==> src/slr_pkg.sv <==
package slr_pkg;

	localparam int SAMPLE_W = 16;
	localparam int RATIO_W  = 20;
	localparam logic [RATIO_W-1:0] RATIO_RESET = 20'd65536;

	typedef struct packed {
		logic load;
		logic restart;
		logic issue;
		logic finish;
		logic s1_adv;
	} cmd_t;

	typedef struct packed {
		logic ge_one;
		logic last;
	} sts_t;

endpackage

==> src/slr_ctrl.sv <==
module slr_ctrl (
	input  logic          clk,
	input  logic          arst_n,
	input  logic          in_valid,
	output logic          in_ready,
	input  logic          restart,
	output logic          out_valid,
	input  logic          out_ready,
	input  slr_pkg::sts_t sts,
	output slr_pkg::cmd_t cmd
);

	localparam logic ST_IDLE = 1'b0;
	localparam logic ST_RUN  = 1'b1;

	logic state_q;
	logic s1_valid_q;
	logic out_valid_q;
	logic s1_adv;
	logic issue;
	logic finish;

	assign in_ready  = (state_q == ST_IDLE);
	assign out_valid = out_valid_q;

	assign s1_adv = s1_valid_q && (!out_valid_q || out_ready);
	assign finish = (state_q == ST_RUN) && sts.ge_one;
	assign issue  = (state_q == ST_RUN) && !sts.ge_one && (!s1_valid_q || s1_adv);

	always_comb begin
		cmd.load    = in_ready && in_valid;
		cmd.restart = restart;
		cmd.issue   = issue;
		cmd.finish  = finish;
		cmd.s1_adv  = s1_adv;
	end

	always_ff @(posedge clk or negedge arst_n) begin
		if (!arst_n) begin
			state_q     <= ST_IDLE;
			s1_valid_q  <= 1'b0;
			out_valid_q <= 1'b0;
		end else begin
			case (state_q)
				ST_IDLE: begin
					if (in_valid) state_q <= ST_RUN;
				end
				ST_RUN: begin
					if (finish || (issue && sts.last)) state_q <= ST_IDLE;
				end
				default: state_q <= ST_IDLE;
			endcase
			if (issue) s1_valid_q <= 1'b1;
			else if (s1_adv) s1_valid_q <= 1'b0;
			if (s1_adv) out_valid_q <= 1'b1;
			else if (out_ready) out_valid_q <= 1'b0;
		end
	end

	a_issue_fills: assert property (@(posedge clk) disable iff (!arst_n)
		issue |=> s1_valid_q)
		else $error("issued item did not reach stage one");

	a_no_drop: assert property (@(posedge clk) disable iff (!arst_n)
		(s1_valid_q && out_valid_q && !out_ready) |=> (s1_valid_q && out_valid_q))
		else $error("item dropped under stall");

	a_accept_runs: assert property (@(posedge clk) disable iff (!arst_n)
		(in_valid && in_ready) |=> (state_q == ST_RUN))
		else $error("accepted item did not start");

endmodule

==> src/slr_datapath.sv <==
module slr_datapath #(
	parameter int FRACTION_BITS = 16
) (
	input  logic                                 clk,
	input  logic                                 arst_n,
	input  logic                                 cfg_we,
	input  logic [slr_pkg::RATIO_W-1:0]          cfg_wdata,
	input  logic signed [slr_pkg::SAMPLE_W-1:0]  left_in,
	input  logic signed [slr_pkg::SAMPLE_W-1:0]  right_in,
	input  slr_pkg::cmd_t                        cmd,
	output slr_pkg::sts_t                        sts,
	output logic signed [slr_pkg::SAMPLE_W-1:0]  left_out,
	output logic signed [slr_pkg::SAMPLE_W-1:0]  right_out,
	output logic                                 last
);

	localparam int SW     = slr_pkg::SAMPLE_W;
	localparam int RW     = slr_pkg::RATIO_W;
	localparam int PW     = ((FRACTION_BITS > RW) ? FRACTION_BITS : RW) + 1;
	localparam int PROD_W = SW + 1 + FRACTION_BITS + 1;
	localparam logic [PW-1:0] PHASE_ONE = PW'(1) << FRACTION_BITS;
	localparam logic [RW-1:0] RATIO_MIN = RW'(1) << (FRACTION_BITS - 6);

	logic [RW-1:0]           ratio_q;
	logic [PW-1:0]           phase_q;
	logic signed [SW-1:0]    prev_l_q;
	logic signed [SW-1:0]    prev_r_q;
	logic signed [SW-1:0]    cur_l_q;
	logic signed [SW-1:0]    cur_r_q;

	logic [RW-1:0]           step;
	logic [PW-1:0]           phase_next;
	logic signed [SW:0]      diff_l;
	logic signed [SW:0]      diff_r;
	logic signed [FRACTION_BITS:0] frac;
	logic signed [PROD_W-1:0] prod_l;
	logic signed [PROD_W-1:0] prod_r;

	logic signed [PROD_W-1:0] prod_l_s1;
	logic signed [PROD_W-1:0] prod_r_s1;
	logic signed [SW-1:0]     base_l_s1;
	logic signed [SW-1:0]     base_r_s1;
	logic                     last_s1;

	logic signed [SW-1:0]     left_out_q;
	logic signed [SW-1:0]     right_out_q;
	logic                     last_q;

	assign step       = (ratio_q < RATIO_MIN) ? RATIO_MIN : ratio_q;
	assign phase_next = phase_q + PW'(step);
	assign sts.ge_one = (phase_q >= PHASE_ONE);
	assign sts.last   = (phase_next >= PHASE_ONE);

	assign diff_l = {cur_l_q[SW-1], cur_l_q} - {prev_l_q[SW-1], prev_l_q};
	assign diff_r = {cur_r_q[SW-1], cur_r_q} - {prev_r_q[SW-1], prev_r_q};
	assign frac   = {1'b0, phase_q[FRACTION_BITS-1:0]};
	assign prod_l = diff_l * frac;
	assign prod_r = diff_r * frac;

	always_ff @(posedge clk or negedge arst_n) begin
		if (!arst_n) begin
			ratio_q  <= slr_pkg::RATIO_RESET;
			phase_q  <= '0;
			prev_l_q <= '0;
			prev_r_q <= '0;
		end else begin
			if (cfg_we) ratio_q <= cfg_wdata;
			if (cmd.load && cmd.restart) begin
				phase_q  <= '0;
				prev_l_q <= '0;
				prev_r_q <= '0;
			end else if (cmd.finish) begin
				phase_q  <= phase_q - PHASE_ONE;
				prev_l_q <= cur_l_q;
				prev_r_q <= cur_r_q;
			end else if (cmd.issue) begin
				if (sts.last) begin
					phase_q  <= phase_next - PHASE_ONE;
					prev_l_q <= cur_l_q;
					prev_r_q <= cur_r_q;
				end else begin
					phase_q <= phase_next;
				end
			end
		end
	end

	always_ff @(posedge clk) begin
		if (cmd.load) begin
			cur_l_q <= left_in;
			cur_r_q <= right_in;
		end
		if (cmd.issue) begin
			prod_l_s1 <= prod_l;
			prod_r_s1 <= prod_r;
			base_l_s1 <= prev_l_q;
			base_r_s1 <= prev_r_q;
			last_s1   <= sts.last;
		end
		if (cmd.s1_adv) begin
			left_out_q  <= base_l_s1 + prod_l_s1[FRACTION_BITS +: SW];
			right_out_q <= base_r_s1 + prod_r_s1[FRACTION_BITS +: SW];
			last_q      <= last_s1;
		end
	end

	assign left_out  = left_out_q;
	assign right_out = right_out_q;
	assign last      = last_q;

endmodule

==> src/stereo_linear_resampler.sv <==
// Channel   Handshake              Payload
// in        in_valid / in_ready    left_in, right_in, restart
// out       out_valid / out_ready  left_out, right_out, last
// cfg       cfg_we                 cfg_wdata (ratio, Q FRACTION_BITS)
//
// An item yields n outputs (0 to 64): it is loaded, then it either takes
// a finish step (phase already at one or more) or issues each output to the
// shared interpolation multipliers. Outputs pass a product stage and an
// output register, so the next item is taken while earlier outputs still
// drain. A stalled output holds a full product stage and further issues,
// but not a finish step. Reset clears phase, history and sets the ratio to one.
module stereo_linear_resampler #(
	parameter int FRACTION_BITS = 16
) (
	input  logic                                clk,
	input  logic                                arst_n,
	input  logic                                cfg_we,
	input  logic [slr_pkg::RATIO_W-1:0]         cfg_wdata,
	input  logic                                in_valid,
	output logic                                in_ready,
	input  logic signed [slr_pkg::SAMPLE_W-1:0] left_in,
	input  logic signed [slr_pkg::SAMPLE_W-1:0] right_in,
	input  logic                                restart,
	output logic                                out_valid,
	input  logic                                out_ready,
	output logic signed [slr_pkg::SAMPLE_W-1:0] left_out,
	output logic signed [slr_pkg::SAMPLE_W-1:0] right_out,
	output logic                                last
);

	slr_pkg::cmd_t cmd;
	slr_pkg::sts_t sts;

	slr_ctrl u_ctrl (
		.clk       (clk),
		.arst_n    (arst_n),
		.in_valid  (in_valid),
		.in_ready  (in_ready),
		.restart   (restart),
		.out_valid (out_valid),
		.out_ready (out_ready),
		.sts       (sts),
		.cmd       (cmd)
	);

	slr_datapath #(
		.FRACTION_BITS (FRACTION_BITS)
	) u_datapath (
		.clk       (clk),
		.arst_n    (arst_n),
		.cfg_we    (cfg_we),
		.cfg_wdata (cfg_wdata),
		.left_in   (left_in),
		.right_in  (right_in),
		.cmd       (cmd),
		.sts       (sts),
		.left_out  (left_out),
		.right_out (right_out),
		.last      (last)
	);

endmodule
==> config.mk <==
export PLATFORM = sky130hd
export DESIGN_NAME = stereo_linear_resampler
export DESIGN_NICKNAME = d
export VERILOG_FILES = /design/src/slr_pkg.sv /design/src/slr_ctrl.sv /design/src/slr_datapath.sv /design/src/stereo_linear_resampler.sv
export SDC_FILE = /design/constraint.sdc
export NUM_CORES = 2
export LEC_CHECK = 0
export BUFFER_PORTS_ARGS = -buffer_cell sky130_fd_sc_hd__clkbuf_2
export CAP_MARGIN = 20
export CORE_MARGIN = 2
export CORE_UTILIZATION = 48
export CTS_BUF_LIST = sky130_fd_sc_hd__clkbuf_8
export DETAILED_ROUTE_END_ITERATION = 8
export GPL_TIMING_DRIVEN = 0
export SLEW_MARGIN = 25
export SYNTH_ARGS = -nofsm -noshare
export SYNTH_HDL_FRONTEND = slang
export SYNTH_SLANG_ARGS = --single-unit
==> constraint.sdc <==
create_clock -name clk -period 10.9 [get_ports clk]
set_input_delay 1.09 -clock clk [delete_from_list [all_inputs] [get_ports clk]]
set_output_delay 1.09 -clock clk [all_outputs]
set_load 0.05 [all_outputs]
==> summary.md <==
| Metric | Value |
|---|---|
| Status | `finished, final reports clean` |
| CP most frequent cell | `fa_1` |
| Buf+Inv Stages, Crit Path | `5` |
| Clock skew | `16.8 ps` |
| Top Registers | `u_datapath.phase_q: 21 flops, u_datapath.ratio_q: 20 flops` |
| Rel. slew slack | `21.0%` |
| H-tree Lvls | `2` |
| Area Growth Syn to Fin | `8.06%` |
| Measured slew at the worst slew-check pin | `1180 ps` |
| Max reg flops | `21` |
| Initial Utilization | `48.2%` |
| Num Clock Sinks | `206` |
| Setup bufs post-CTS | `0` |
| # port buffers | `91` |
| Clock Path Buffers | `3` |
| Async S/R FF share, synth | `36.9%` |
| Die Wd | `258 um` |
| Final hold vios | `0` |
| Highest net fanout along the worst path | `10` |
| RSZ-0062 raised after global routing | `no` |
| Top delay family on crit path | `adder cells` |
| Top_reg_cell synth | `edfxtp_1` |
| Crit path kind | `flip-flop to flip-flop` |
| CP Data Arrival Time | `10450 ps` |
| Gr usage total | `26.3%` |
| Setup crit start kind | `flip-flop` |
| YS warnings | `0` |
| Synth top area share | `33.8%` |
| Synthesized instance count | `3186` |
| DR WL/cell | `20.0 um` |
| Site Rows | `93` |
| First-pass GRT wire length | `134000 um` |
| Synth unique cells | `75` |
| Clk_lat worst skew | `620 ps` |
| # IOs | `93` |
| Vias in the first global route | `24000` |
| Nets@finish | `4157` |
| Gpl congestion | `0.947` |
| Via count | `22100` |
| CTS Hold Bufs | `0` |
| WL final | `84300 um` |
| Crit share post-route | `92.7%` |
| Yosys top cell by area | `fa_1` |
| Most frequent cell after synthesis | `inv_1` |
| Slowest CP cell | `xnor2_1` |
| Post-Syn Nets | `4018` |
| Post-synthesis mux area share | `2.35%` |
| Commonest cells in the netlist | `747 x inv_1, 522 x fa_1, 295 x nand2_1` |
| Clock root cell | `clkbuf_8` |
| DRC | `0` |
| Top cells by area, synth | `fa_1 34%, edfxtp_1 13%, ha_1 10%` |
| Clock-pin slew on the worst setup and hold paths | `50 ps` |
| Synth Area in Adders | `44.0%` |
| Die H | `258 um` |
| Sequential element share of the synthesized area | `18.8%` |
| Post-CTS Resized | `0` |
| Detailed Route Iter0 Violations | `1389` |
| Area share of xor/xnor cells in the synthesized design | `3.99%` |
| FILL cells | `5989` |
| Worst EP required | `11250 ps` |
| Post-synthesis compound-gate area fraction | `6.30%` |
| Pin count of the biggest net entering global routing | `61` |
| Fmax achieved | `99.0 MHz` |
| Max-slew violations | `0` |
| Post-Synth Simple-Gate Area | `13.7%` |
| Max-cap viol count | `0` |
| Number of flops mapped to enable cells by yosys | `130` |
| Largest family of logic cells by synthesized area | `adder cells` |
| Die area | `0.0665 mm2` |
| Inserted Clock Buffers | `41` |
| Post-route minimum period | `10100 ps` |
| DR pass1 iterations | `8` |
| Layout cells sized above 1 | `6.94%` |
| Setup-failing EPs final | `0` |
| Drt via density | `5.25` |
| Antenna Nets Post-Route | `0` |
| Synthesized area | `0.0309 mm2` |
| Synthesis-stage register bit count | `206` |
| Placeable core area | `0.0641 mm2` |
| CTS tree | `built` |
| DP HPWL | `69400 um` |
| Worst min path class | `input port to asynchronous set/reset pin` |
| Syn_area_per_cell | `9.71 um2` |
| Initial antenna violation count | `4` |
| Global route overflow | `0` |
| CP endpoint kind | `flip-flop` |
| Biggest register | `u_datapath.phase_q` |
| Total negative slack | `0 ps` |
| Worst path max stage delay | `680 ps` |
==> worst reg2reg max path: cells and delay by family (launching register included) <==
family	cells	cell delay (ps)
xor gates and xnor gates	2	870
DFF	1	390
and+or+nand+nor	4	620
AOI/OAI and AO/OA	11	3270
adders and majority gates	9	3910
buffers and inverters	5	800
==> path summary, 6_finish.rpt <==
path / from / end / slack, ps / depth (start not counted)
hold reg to reg: u_datapath.last_s1 / u_datapath.last / 420 / 0
setup reg to reg: u_datapath.prev_r_q[0] / u_datapath.prod_r_s1[31] / 800 / 31
hold / removal: arst_n / u_datapath.prev_r_q[0] / 350 / 1
setup / recovery: u_datapath.prev_r_q[0] / u_datapath.prod_r_s1[31] / 800 / 31
min in group clk: u_datapath.last_s1 / u_datapath.last / 420 / 0
max in group asynchronous: arst_n / u_datapath.ratio_q[16] / 9940 / 2
==> layout make-up <==
| cell class | instances | area, um2 | area share (%) |
|---|---|---|---|
| Multi-Input combinational cell | 2099 | 21800 | 65.2 |
| Sequential cell | 206 | 5810 | 17.4 |
| Inverter | 747 | 2800 | 8.39 |
| Tap cell | 855 | 1070 | 3.20 |
| Clock buffer | 48 | 661 | 1.98 |
| Timing Repair Buffer | 96 | 594 | 1.78 |
| Buffer | 134 | 561 | 1.68 |
| Clock inverter | 28 | 133 | 0.397 |
| Antenna cell | 1 | 2.50 | 0.00749 |
==> cells in the final DEF (no fill, tap or decap), drive strengths merged, types with 16 or more instances in the layout <==
cell and count:
inv 764, fa 522, nand2 295, clkbuf 267
ha 252, and2 227, edfxtp 130, xnor2 103
a21oi 90, dfrtp 75, nor2 65, o21ai 61
nor2b 58, nand3 55, mux2 48, xor2 37
and3 31, nand2b 30, nor3 30, a21o 24
or3 16
==> kinds of logic (layout without fill, tap and decap cells) <==
group,Yosys count,in the layout
buffers and inverters,881,1053
AND/OR/NAND/NOR,836,836
adder cells (fa/ha/maj),774,774
AO/OA/AOI/OAI,292,292
flip-flops,206,206
XOR/XNOR,140,140
multiplexers,57,57
other,0,1
==> routing by layer <==
layer | up-vias | wire length, um | track usage (%)
met2 | 707 | 39800 | 43.8
li1 | 10100 | - | -
met5 | - | 0 | 0
met4 | 0 | 2760 | 8.22
met1 | 11200 | 36200 | 35.2
met3 | 163 | 5530 | 4.56
==> per-stage QoR <==
stage | hold WS (ps) | util (%) | area (um2) | instances | setup slack (ps)
2_1_floorplan | 400 | - | 30900 | 3186 | 2900
3_3_place_gp | 404 | 50.6 | 32500 | 4132 | 666
3_5_place_dp | 406 | 50.9 | 32600 | 4137 | 587
4_1_cts | 330 | 52.1 | 33400 | 4213 | 514
5_1_grt | 334 | 52.1 | 33400 | 4214 | 239
6_report | 347 | 52.1 | 33400 | 4214 | 795
Power is left out: the tool's default activity adds up to more than one toggle a clock period on the data nets, which glitch-free logic cannot reach.
